===== config.mk =====
export PLATFORM = sky130hd
export DESIGN_NAME = button_click_classifier
export DESIGN_NICKNAME = d
export VERILOG_FILES = /design/src/rtl/bcc_pkg.sv /design/src/rtl/button_click_classifier.sv /design/src/rtl/bcc_cfg.sv /design/src/rtl/bcc_slice.sv
export SDC_FILE = /design/constraint.sdc
export NUM_CORES = 2
export LEC_CHECK = 0
export ABC_CLOCK_PERIOD_IN_PS = 17600
export BUFFER_PORTS_ARGS = -buffer_cell sky130_fd_sc_hd__buf_4
export CORE_MARGIN = 4
export CORE_UTILIZATION = 35
export DETAILED_ROUTE_END_ITERATION = 12
export GPL_TIMING_DRIVEN = 1
export SETUP_SLACK_MARGIN = 0.05
export SLEW_MARGIN = 30
export SYNTH_ARGS = -nofsm -noshare
export SYNTH_HDL_FRONTEND = slang
export SYNTH_SLANG_ARGS = --single-unit

===== constraint.sdc =====
create_clock -name clk -period 17.6 [get_ports clk]
set_clock_uncertainty 0.15 [all_clocks]
set_input_delay 3.52 -clock clk [delete_from_list [all_inputs] [get_ports clk]]
set_output_delay 3.52 -clock clk [all_outputs]
set_load 0.01 [all_outputs]

===== src/rtl/bcc_pkg.sv =====
`timescale 1ns / 1ps
// Shared constants and types of the button click classifier.
package bcc_pkg;

	// Block sizing.
	localparam int BUTTON_COUNT  = 4;
	localparam int MASK_BITS     = 4;
	localparam int BTN_IDX_BITS  = 2;
	localparam int TIME_BITS     = 32;
	localparam int LANE_BITS     = 16;
	localparam int CFG_IDX_BITS  = 3;
	localparam int CFG_DATA_BITS = 64;

	// Timing constants in milliseconds.
	localparam logic [LANE_BITS-1:0] DEFAULT_DELAY = LANE_BITS'(500);
	localparam logic [LANE_BITS-1:0] MIN_INTERVAL  = LANE_BITS'(30);

	// Configuration register indexes.
	localparam logic [CFG_IDX_BITS-1:0] CFG_CLICK_EN    = CFG_IDX_BITS'(0);
	localparam logic [CFG_IDX_BITS-1:0] CFG_REPEAT_EN   = CFG_IDX_BITS'(1);
	localparam logic [CFG_IDX_BITS-1:0] CFG_LONG_EN     = CFG_IDX_BITS'(2);
	localparam logic [CFG_IDX_BITS-1:0] CFG_LONG_REPORT = CFG_IDX_BITS'(3);
	localparam logic [CFG_IDX_BITS-1:0] CFG_REL_REPORT  = CFG_IDX_BITS'(4);
	localparam logic [CFG_IDX_BITS-1:0] CFG_LONG_DELAYS = CFG_IDX_BITS'(5);
	localparam logic [CFG_IDX_BITS-1:0] CFG_REP_INTVLS  = CFG_IDX_BITS'(6);

	// Whole configuration of the block.
	typedef struct packed {
		logic [MASK_BITS-1:0]     click_en;
		logic [MASK_BITS-1:0]     repeat_en;
		logic [MASK_BITS-1:0]     long_en;
		logic [MASK_BITS-1:0]     long_report;
		logic [MASK_BITS-1:0]     release_report;
		logic [CFG_DATA_BITS-1:0] long_delays;
		logic [CFG_DATA_BITS-1:0] repeat_intervals;
	} bcc_cfg_t;

	// Configuration seen by one button slice.
	typedef struct packed {
		logic                 click_en;
		logic                 repeat_en;
		logic                 long_en;
		logic                 long_report;
		logic                 release_report;
		logic [LANE_BITS-1:0] delay;
		logic [LANE_BITS-1:0] interval;
	} bcc_lane_cfg_t;

	// Stored state of one button.
	typedef struct packed {
		logic                 down;
		logic                 done;
		logic [TIME_BITS-1:0] edge_time;
		logic [TIME_BITS-1:0] last_repeat;
	} bcc_btn_state_t;

	// Events of one button in one poll.
	typedef struct packed {
		logic click;
		logic repeat_ev;
		logic long_press;
		logic long_release;
	} bcc_fire_t;

endpackage


===== src/rtl/button_click_classifier.sv =====
`timescale 1ns / 1ps
// Top level of the button click classifier: poll register, slices, result register.
//
// Usage: each input transaction is one poll carrying now_ms and, when
// edge_valid is set, one press or release edge for button_index. Every poll
// yields exactly one output transaction with the per-button click, repeat,
// long press and long release events and the pop request of button 0.
// Both channels use valid and stall; a transaction moves at a rising edge with
// valid high and stall low. Configuration is written through cfg_valid,
// cfg_ready, cfg_index and cfg_data; cfg_ready is always high, and writes are
// expected only while no poll is in flight.
// A poll passes the poll register and then the result register on its way to
// the output; out_valid rises once the poll has reached the result register.
// Throughput is one poll per cycle while the receiver does not stall, set by
// the single pass of the four button slices between the two registers, which
// also update the button state.
// When the receiver stalls, the result register holds its transaction and the
// poll register still takes one more poll; in_stall rises only when both hold.
// Reset empties both registers and clears all button state and the
// configuration (long delays return to 500 ms per button).
module button_click_classifier import bcc_pkg::*; (
	input  logic                     clk,
	input  logic                     arst_n,
	// Input channel
	input  logic                     in_valid,
	output logic                     in_stall,
	input  logic                     edge_valid,
	input  logic [BTN_IDX_BITS-1:0]  button_index,
	input  logic                     pressed,
	input  logic [TIME_BITS-1:0]     now_ms,
	// Output channel
	output logic                     out_valid,
	input  logic                     out_stall,
	output logic [MASK_BITS-1:0]     click_fired,
	output logic [MASK_BITS-1:0]     repeat_fired,
	output logic [MASK_BITS-1:0]     long_press_fired,
	output logic [MASK_BITS-1:0]     long_release_fired,
	output logic                     pop_request,
	// Configuration channel
	input  logic                     cfg_valid,
	output logic                     cfg_ready,
	input  logic [CFG_IDX_BITS-1:0]  cfg_index,
	input  logic [CFG_DATA_BITS-1:0] cfg_data
);

	bcc_cfg_t cfg;

	logic                    valid_s1;
	logic                    edge_valid_s1;
	logic [BTN_IDX_BITS-1:0] button_index_s1;
	logic                    pressed_s1;
	logic [TIME_BITS-1:0]    now_s1;
	logic                    advance;

	bcc_btn_state_t state_q    [BUTTON_COUNT];
	bcc_btn_state_t state_next [BUTTON_COUNT];
	bcc_fire_t      fire       [BUTTON_COUNT];

	logic [MASK_BITS-1:0] click_d;
	logic [MASK_BITS-1:0] repeat_d;
	logic [MASK_BITS-1:0] long_d;
	logic [MASK_BITS-1:0] release_d;
	logic                 pop_d;

	logic                 out_valid_q;
	logic [MASK_BITS-1:0] click_q;
	logic [MASK_BITS-1:0] repeat_q;
	logic [MASK_BITS-1:0] long_q;
	logic [MASK_BITS-1:0] release_q;
	logic                 pop_q;

	// Configuration registers.
	bcc_cfg u_cfg (
		.clk       (clk),
		.arst_n    (arst_n),
		.cfg_valid (cfg_valid),
		.cfg_ready (cfg_ready),
		.cfg_index (cfg_index),
		.cfg_data  (cfg_data),
		.cfg       (cfg)
	);

	// The poll moves on whenever the result register is free or being drained.
	assign advance  = valid_s1 && (!out_valid_q || !out_stall);
	assign in_stall = valid_s1 && !advance;

	// Poll register.
	always_ff @(posedge clk or negedge arst_n) begin
		if (!arst_n) begin
			valid_s1 <= 1'b0;
		end else if (!in_stall) begin
			valid_s1 <= in_valid;
		end
	end

	always_ff @(posedge clk) begin
		if (in_valid && !in_stall) begin
			edge_valid_s1   <= edge_valid;
			button_index_s1 <= button_index;
			pressed_s1      <= pressed;
			now_s1          <= now_ms;
		end
	end

	// One slice per button.
	for (genvar b = 0; b < BUTTON_COUNT; b++) begin : g_btn
		bcc_lane_cfg_t lane_cfg;
		logic          hit;

		always_comb begin
			lane_cfg.click_en       = cfg.click_en[b];
			lane_cfg.repeat_en      = cfg.repeat_en[b];
			lane_cfg.long_en        = cfg.long_en[b];
			lane_cfg.long_report    = cfg.long_report[b];
			lane_cfg.release_report = cfg.release_report[b];
			lane_cfg.delay          = cfg.long_delays[b*LANE_BITS +: LANE_BITS];
			lane_cfg.interval       = cfg.repeat_intervals[b*LANE_BITS +: LANE_BITS];
			hit = edge_valid_s1 && (button_index_s1 == BTN_IDX_BITS'(b))
				&& (state_q[b].down != pressed_s1);
		end

		bcc_slice u_slice (
			.lane_cfg   (lane_cfg),
			.state      (state_q[b]),
			.hit        (hit),
			.pressed    (pressed_s1),
			.now        (now_s1),
			.state_next (state_next[b]),
			.fire       (fire[b])
		);

		// Button state advances with each poll.
		always_ff @(posedge clk or negedge arst_n) begin
			if (!arst_n) begin
				state_q[b] <= '0;
			end else if (advance) begin
				state_q[b] <= state_next[b];
			end
		end
	end

	// Gather event bits; buttons beyond the count stay quiet.
	always_comb begin
		click_d   = '0;
		repeat_d  = '0;
		long_d    = '0;
		release_d = '0;
		for (int b = 0; b < BUTTON_COUNT; b++) begin
			click_d[b]   = fire[b].click;
			repeat_d[b]  = fire[b].repeat_ev;
			long_d[b]    = fire[b].long_press;
			release_d[b] = fire[b].long_release;
		end
		pop_d = state_next[0].down && !fire[0].click;
	end

	// Result register.
	always_ff @(posedge clk or negedge arst_n) begin
		if (!arst_n) begin
			out_valid_q <= 1'b0;
		end else if (!out_valid_q || !out_stall) begin
			out_valid_q <= valid_s1;
		end
	end

	always_ff @(posedge clk) begin
		if (advance) begin
			click_q   <= click_d;
			repeat_q  <= repeat_d;
			long_q    <= long_d;
			release_q <= release_d;
			pop_q     <= pop_d;
		end
	end

	assign out_valid          = out_valid_q;
	assign click_fired        = click_q;
	assign repeat_fired       = repeat_q;
	assign long_press_fired   = long_q;
	assign long_release_fired = release_q;
	assign pop_request        = pop_q;

	// A poll that moves on always shows up as a result in the next cycle.
	a_advance_to_out: assert property (@(posedge clk) disable iff (!arst_n)
		advance |=> out_valid_q)
		else $error("poll advanced but no result appeared");

	// The input side only stalls when a poll is waiting in the poll register.
	a_stall_needs_poll: assert property (@(posedge clk) disable iff (!arst_n)
		in_stall |-> (valid_s1 && out_valid_q))
		else $error("input stalled with a free pipeline");

	// A button cannot press long and release long in the same poll.
	a_long_exclusive: assert property (@(posedge clk) disable iff (!arst_n)
		out_valid_q |-> ((long_q & release_q) == '0))
		else $error("long press and long release in one poll");

	// Click and autorepeat are exclusive per button.
	a_click_repeat: assert property (@(posedge clk) disable iff (!arst_n)
		out_valid_q |-> ((click_q & repeat_q) == '0))
		else $error("click and repeat in one poll");

	// A pop request never goes with a click on the back button.
	a_pop_no_click: assert property (@(posedge clk) disable iff (!arst_n)
		(out_valid_q && pop_q) |-> !click_q[0])
		else $error("pop request together with back click");

endmodule


===== src/rtl/bcc_cfg.sv =====
`timescale 1ns / 1ps
// Configuration register file of the button click classifier.
module bcc_cfg import bcc_pkg::*; (
	input  logic                     clk,
	input  logic                     arst_n,
	input  logic                     cfg_valid,
	output logic                     cfg_ready,
	input  logic [CFG_IDX_BITS-1:0]  cfg_index,
	input  logic [CFG_DATA_BITS-1:0] cfg_data,
	output bcc_cfg_t                 cfg
);

	bcc_cfg_t cfg_q;

	// Writes are taken in any cycle.
	assign cfg_ready = 1'b1;
	assign cfg        = cfg_q;

	// Register write decode; unused indexes are dropped.
	always_ff @(posedge clk or negedge arst_n) begin
		if (!arst_n) begin
			cfg_q.click_en         <= '0;
			cfg_q.repeat_en        <= '0;
			cfg_q.long_en          <= '0;
			cfg_q.long_report      <= '0;
			cfg_q.release_report   <= '0;
			cfg_q.long_delays      <= {(CFG_DATA_BITS / LANE_BITS){DEFAULT_DELAY}};
			cfg_q.repeat_intervals <= '0;
		end else if (cfg_valid && cfg_ready) begin
			case (cfg_index)
				CFG_CLICK_EN:    cfg_q.click_en         <= cfg_data[MASK_BITS-1:0];
				CFG_REPEAT_EN:   cfg_q.repeat_en        <= cfg_data[MASK_BITS-1:0];
				CFG_LONG_EN:     cfg_q.long_en          <= cfg_data[MASK_BITS-1:0];
				CFG_LONG_REPORT: cfg_q.long_report      <= cfg_data[MASK_BITS-1:0];
				CFG_REL_REPORT:  cfg_q.release_report   <= cfg_data[MASK_BITS-1:0];
				CFG_LONG_DELAYS: cfg_q.long_delays      <= cfg_data;
				CFG_REP_INTVLS:  cfg_q.repeat_intervals <= cfg_data;
				default: ;
			endcase
		end
	end

endmodule


===== src/rtl/bcc_slice.sv =====
`timescale 1ns / 1ps
// Per-button classification slice: edge capture, long press and long release, autorepeat, click.
module bcc_slice import bcc_pkg::*; (
	input  bcc_lane_cfg_t        lane_cfg,
	input  bcc_btn_state_t       state,
	input  logic                 hit,
	input  logic                 pressed,
	input  logic [TIME_BITS-1:0] now,
	output bcc_btn_state_t       state_next,
	output bcc_fire_t            fire
);

	logic                 down;
	logic [TIME_BITS-1:0] etime;
	logic                 rep_en;
	logic                 click_en;
	logic [LANE_BITS-1:0] delay;
	logic [TIME_BITS-1:0] held;
	logic [TIME_BITS-1:0] since;

	// Apply the edge of this poll and derive the effective settings.
	always_comb begin
		down     = hit ? pressed : state.down;
		etime    = hit ? now : state.edge_time;
		rep_en   = lane_cfg.repeat_en && (lane_cfg.interval >= MIN_INTERVAL);
		click_en = lane_cfg.click_en || (lane_cfg.repeat_en && !rep_en);
		delay    = (lane_cfg.delay == '0) ? DEFAULT_DELAY : lane_cfg.delay;
		held     = now - etime;
		since    = now - state.last_repeat;
	end

	// Event decision and state update.
	always_comb begin
		state_next.down        = down;
		state_next.done        = state.done;
		state_next.edge_time   = etime;
		state_next.last_repeat = state.last_repeat;
		fire                   = '0;
		if (down) begin
			if (lane_cfg.long_en) begin
				if ((held > {{(TIME_BITS-LANE_BITS){1'b0}}, delay}) && !state.done) begin
					state_next.done = 1'b1;
					fire.long_press = lane_cfg.long_report;
				end
			end else if (rep_en) begin
				if (since > {{(TIME_BITS-LANE_BITS){1'b0}}, lane_cfg.interval}) begin
					fire.repeat_ev         = 1'b1;
					state_next.last_repeat = now;
				end
			end else if (click_en) begin
				fire.click = 1'b1;
			end
		end else begin
			if (lane_cfg.long_en && state.done) begin
				fire.long_release = lane_cfg.release_report;
				state_next.done   = 1'b0;
			end else if (lane_cfg.long_en && click_en && hit) begin
				fire.click = 1'b1;
			end
		end
	end

endmodule

## Word-level counts from Yosys, hierarchy flattened

Index checks and enable logic that the tools add are counted.

- Add/sub/neg operators: 8
- $lt $le $gt $ge: 12
- Eq/ne operators: 21
- Muxes and demuxes: 60
- Bitwise gates (word level): 16
- Reduce and logical (&&, ||, !) cells: 91

Operator list:

| cell | number |
|---|---|
| $gt A32 B16 Y1 | 8 |
| $sub A32 B32 Y32 | 8 |
| $mux W32 | 4 |
| $ge A16 B5 Y1 const B | 4 |
| $logic_not A16 Y1 | 4 |
| $mux W16 | 4 |
| $mux W1 | 48 |
| $logic_and A1 B1 Y1 | 36 |
| $reduce_and A5 Y1 | 4 |
| $ne A2 B2 Y1 const B | 8 |
| $not A1 Y1 | 16 |
| $reduce_and A4 Y1 | 4 |
| $reduce_and A2 Y1 | 7 |
| $logic_not A1 Y1 | 13 |
| $reduce_and A3 Y1 | 4 |
| $reduce_or A3 Y1 | 4 |
| $eq A3 B3 Y1 const B | 3 |
| $mux W2 | 4 |
| $reduce_bool A2 Y1 | 4 |
| $reduce_or A2 Y1 | 4 |
| $eq A3 B2 Y1 const B | 2 |
| $logic_or A1 B1 Y1 | 5 |
| $eq A2 B2 Y1 const B | 2 |
| $ne A1 B1 Y1 | 4 |
| other kinds (4) | 4 |

- Register bits after elaboration: 467
- Input bits: 108
- Output and inout port bits: 20
- Word-level logic and storage cells: 251

## Logic depth before layout (Yosys ltp)

- Depth in word-level cells: 12
- Gate-level depth with buffers: 31
- Depth with buffers taken out: 28

## Modules after synthesis

From an unflattened synthesis, not the netlist that was laid out.

- Cells, all modules: 4,124
- Area, all modules: 40,446.3 µm²

Modules (own cells, without submodules):

| module | times used | cells an instance | area each (µm²) | seq. area each (µm²) |
|---|---|---|---|---|
| button_click_classifier | 1 | 628 | 11,646.2 | 8,247.9 |
| bcc_slice at g_btn[1].u_slice ... | 2 | 797 | 5,595.4 | 0.0 |
| bcc_cfg | 1 | 319 | 6,099.6 | 3,733.6 |
| bcc_slice at g_btn[3].u_slice | 1 | 791 | 5,759.3 | 0.0 |
| bcc_slice at g_btn[0].u_slice | 1 | 792 | 5,750.5 | 0.0 |

## Worst setup path after synthesis

No wires, ideal clock.

- Kind: input to output
- Start: input port out_stall
- End: output port in_stall
- Data arrival time: 3,706 ps
- Data required time: 13,930 ps
- Setup slack: 10,224 ps
- Cell stages on the path: 2
- Path buffers: 0
- Path through: nand3_1 -> inv_1

- Cells in the longest elaborated chain, start to end: 5

RTL lines:

| item | RTL line | RTL |
|---|---|---|
| from (decl) | button_click_classifier.sv:33 | `input logic out_stall,` |
| $logic_not A1 Y1 | button_click_classifier.sv:84 | `assign advance = valid_s1 && (!out_valid_q \|\| !out_stall);` |
| $logic_or A1 B1 Y1 | button_click_classifier.sv:84 |  |
| $logic_and A1 B1 Y1 | button_click_classifier.sv:84 |  |
| $logic_not A1 Y1 | button_click_classifier.sv:85 | `assign in_stall = valid_s1 && !advance;` |
| $logic_and A1 B1 Y1 | button_click_classifier.sv:85 |  |
| to (decl) | button_click_classifier.sv:26 | `output logic in_stall,` |

Every way passes these cells.

## Worst setup path in the final report

Same ends and word-level chain as after synthesis.

==> flow_metrics.tcl <==
set metrics [dict create \
    outcome "complete, no violations" \
    synth_top_flop_cell "dfrtp_1" \
    cts-htree-levels 2 \
    place_inst 5313 \
    dr.pass1.iters 5 \
    vias 29759 \
    syn_area_per_cell_um2 9.43 \
    layout_setup_ws_ns 10.01 \
    cp.required_ns 13.93 \
    grt_pass1_vias 28660 \
    vias_per_cell 5.50 \
    netlist-cell-type-count 107 \
    coreArea_mm2 0.104 \
    cts_sinks 467 \
    finalSetupViolCount 0 \
    root_buffer "clkbuf_16" \
    worstSetupStartpointType "input port" \
    holdCritStartpoint "state_q[135]" \
    critPathCaptureType "output pin" \
    worst_path_most_repeated_cell "buf_4" \
    grt_pass1_wl_mm 167 \
    crit_type "input port to output pin" \
    p_leak_nw 18.8 \
    initial_utilization 0.354 \
    chipHeight_um 332 \
    critPathTopFamily "buffers and inverters" \
    drive_gt1_frac 0.173 \
    pre_cts_slack_ns 10.00 \
    ys_warn_count 0 \
    post-route-util 0.396 \
    grt.total_usage 0.190 \
    clk-insertion-delay-late_ns 0.64 \
    die_x_um 332 \
    dp_hpwl_mm 77.4 \
    min-delay-path-class "flip-flop to flip-flop" \
    cts_setup_buffers 0 \
    drv_cap 0 \
    wirelength_mm 108 \
    synthCells 3901 \
    clk_pin_slew_ns 0.06 \
    fin_nets 4473 \
    post-route-min-period_ns 7.59 \
    wl_per_cell_um 19.9 \
    maxSlewHeadroom 0.375 \
    finalHoldViolCount 0 \
    detail-route-antenna-nets 0 \
    max_freq_ghz 0.132 \
    cts_buffer_depth 3 \
    syn-num-nets 4385 \
    finalSetupTns_ns 0 \
    grt_max_degree 102 \
    io_pins 128 \
    syn_area_mm2 0.0368 \
    std_cell_rows 118 \
    synthArstFlopShare 0.887 \
    drc 0 \
    synth-seq-cells 467 \
    port_buffers 126 \
    finalNonFillerCells 5415 \
    crit_path_start "out_stall" \
    vdd_drop_max_uv 122 \
    area_growth_pct 12.0 \
    rsz0062_at_grt "no" \
    cpMaxStageDelayCell "buf_4" \
    postCtsHoldBufs 0 \
    worstPathCellList "buf_4 -> nand3_1 -> inv_1 -> buf_4" \
    ctsResizeCount 0 \
    gp_congestion 0.879 \
    powerDensity_mw_per_mm2 175 \
    cts_buffers 54 \
    grt-ovfl-total 0 \
    worst_slew_pin_slew_ns 0.935 \
    critPathBufInv 3 \
    cp_data_arrival_time_ns 3.92 \
    die_area_mm2 0.110 \
    cts_tree "done" \
    reg2reg_from "pressed_s1" \
    dpl_cell_area_mm2 0.0394 \
    antenna_found_initial 4 \
    fillCellCount 10432 \
    slowest_delay_ns 0.14 \
    drv_slew 0 \
    synth-seq-area-share 0.326 \
    initialDrtViolationCount 2039 \
    synth_edf_count 53 \
    stdcell_area_mm2 0.0412 \
    finalCritPeriodShare 0.432 \
    worst-path-max-fanout 3 \
]
-- registers in the layout (all words and copies together) (netlist names), 2 cells and up --
register,cells
repeat_fired,4
long_release_fired,4
click_fired,4
long_press_fired,4
state_q,264
button_index_s1,2
u_cfg.cfg,148
now_s1,32
-- worst paths after layout --
| check | endpoint | slack, ns | cells after the start |
|---|---|---|---|
| max in group asynchronous | state_q[148] | 12.67 | 3 |
| worst min register to register | state_q[135] | 0.33 | 1 |
| worst max-delay path | in_stall | 10.01 | 4 |
| worst max register to register | long_press_fired[3] | 10.10 | 22 |
| min in group asynchronous | state_q[202] | 2.76 | 1 |
| worst min-delay path | state_q[135] | 0.33 | 1 |
-- cells by family (layout without fill, tap and decap cells) --
logic type,after synthesis,in the layout,synth area share
other cells,1,2,0.000102
fa+ha+maj,387,387,0.132
flops,467,467,0.326
mux,514,514,0.155
compound gates,947,947,0.166
simple gates,935,935,0.128
buf+inv,471,604,0.0502
xor+xnor,179,179,0.0426
-- where the power goes --
part | switching, mW | internal [mW]
Sequential | 0.238 | 1.48
Combinational | 2.40 | 1.90
Clock | 0.502 | 0.690
Total | 3.14 | 4.07
-- layout make-up --
type | instances | area (um^2) | area share
timing repair buffer | 188 | 1450 | 0.0351
tap | 1380 | 1730 | 0.0419
multi-input combinational | 2963 | 23000 | 0.559
clock buffer | 67 | 1490 | 0.0362
antenna | 1 | 2.50 | 0.0000607
inverter | 315 | 1180 | 0.0287
sequential | 467 | 12000 | 0.291
clock inverter | 34 | 349 | 0.00847
-- layout by cell type, fill, tap and decap left out, drive strengths merged, types with 102 or more instances in the layout --
cell / n
dfrtp: 390
inv: 315
nand2: 225
mux2i: 131
a21oi: 272
o21ai: 211
ha: 368
buf: 188
mux2: 383
nor2: 231
xnor2: 109
a21o: 102
-- metal layers --
layer / up-vias / global-route usage / wire (um)
met2: 689 / 0.296 / 46400
met3: 190 / 0.0245 / 5420
li1: 14434 / - / -
met4: 0 / 0.0696 / 4340
met5: - / 0 / 0
met1: 14446 / 0.270 / 51600
-- synth_stat cells, drive strengths merged, types with 29 or more instances --
| library cell | number | share of area |
|---|---|---|
| nand4 | 67 | 0.011 |
| a211oi | 40 | 0.0083 |
| and3 | 34 | 0.0058 |
| o21a | 42 | 0.0086 |
| ha | 368 | 0.13 |
| a21o | 102 | 0.021 |
| a21oi | 272 | 0.037 |
| o21bai | 29 | 0.0059 |
| nor2 | 231 | 0.024 |
| edfxtp | 53 | 0.043 |
| dfrtp | 390 | 0.27 |
| a31oi | 40 | 0.0071 |
| o211ai | 31 | 0.0065 |
| xor2 | 70 | 0.017 |
| xnor2 | 109 | 0.026 |
| clkbuf | 135 | 0.014 |
| mux2 | 383 | 0.12 |
| mux2i | 131 | 0.036 |
| nand2 | 225 | 0.023 |
| o21ai | 211 | 0.029 |
| nand3 | 72 | 0.0099 |
| inv | 313 | 0.032 |
| nor4 | 48 | 0.0082 |
| nor2b | 41 | 0.0070 |
| nand2b | 59 | 0.010 |
| nor3 | 47 | 0.0065 |
-- per-stage QoR --
stage	power [mW]	hold WS [ns]
after detailed placement	5.97	0.325
after global placement	5.91	0.317
after global routing	7.87	0.349
final	7.21	0.335
after floorplan	4.99	0.300
after CTS	7.21	0.339
No activity file was read; power rests on OpenSTA's default activity.
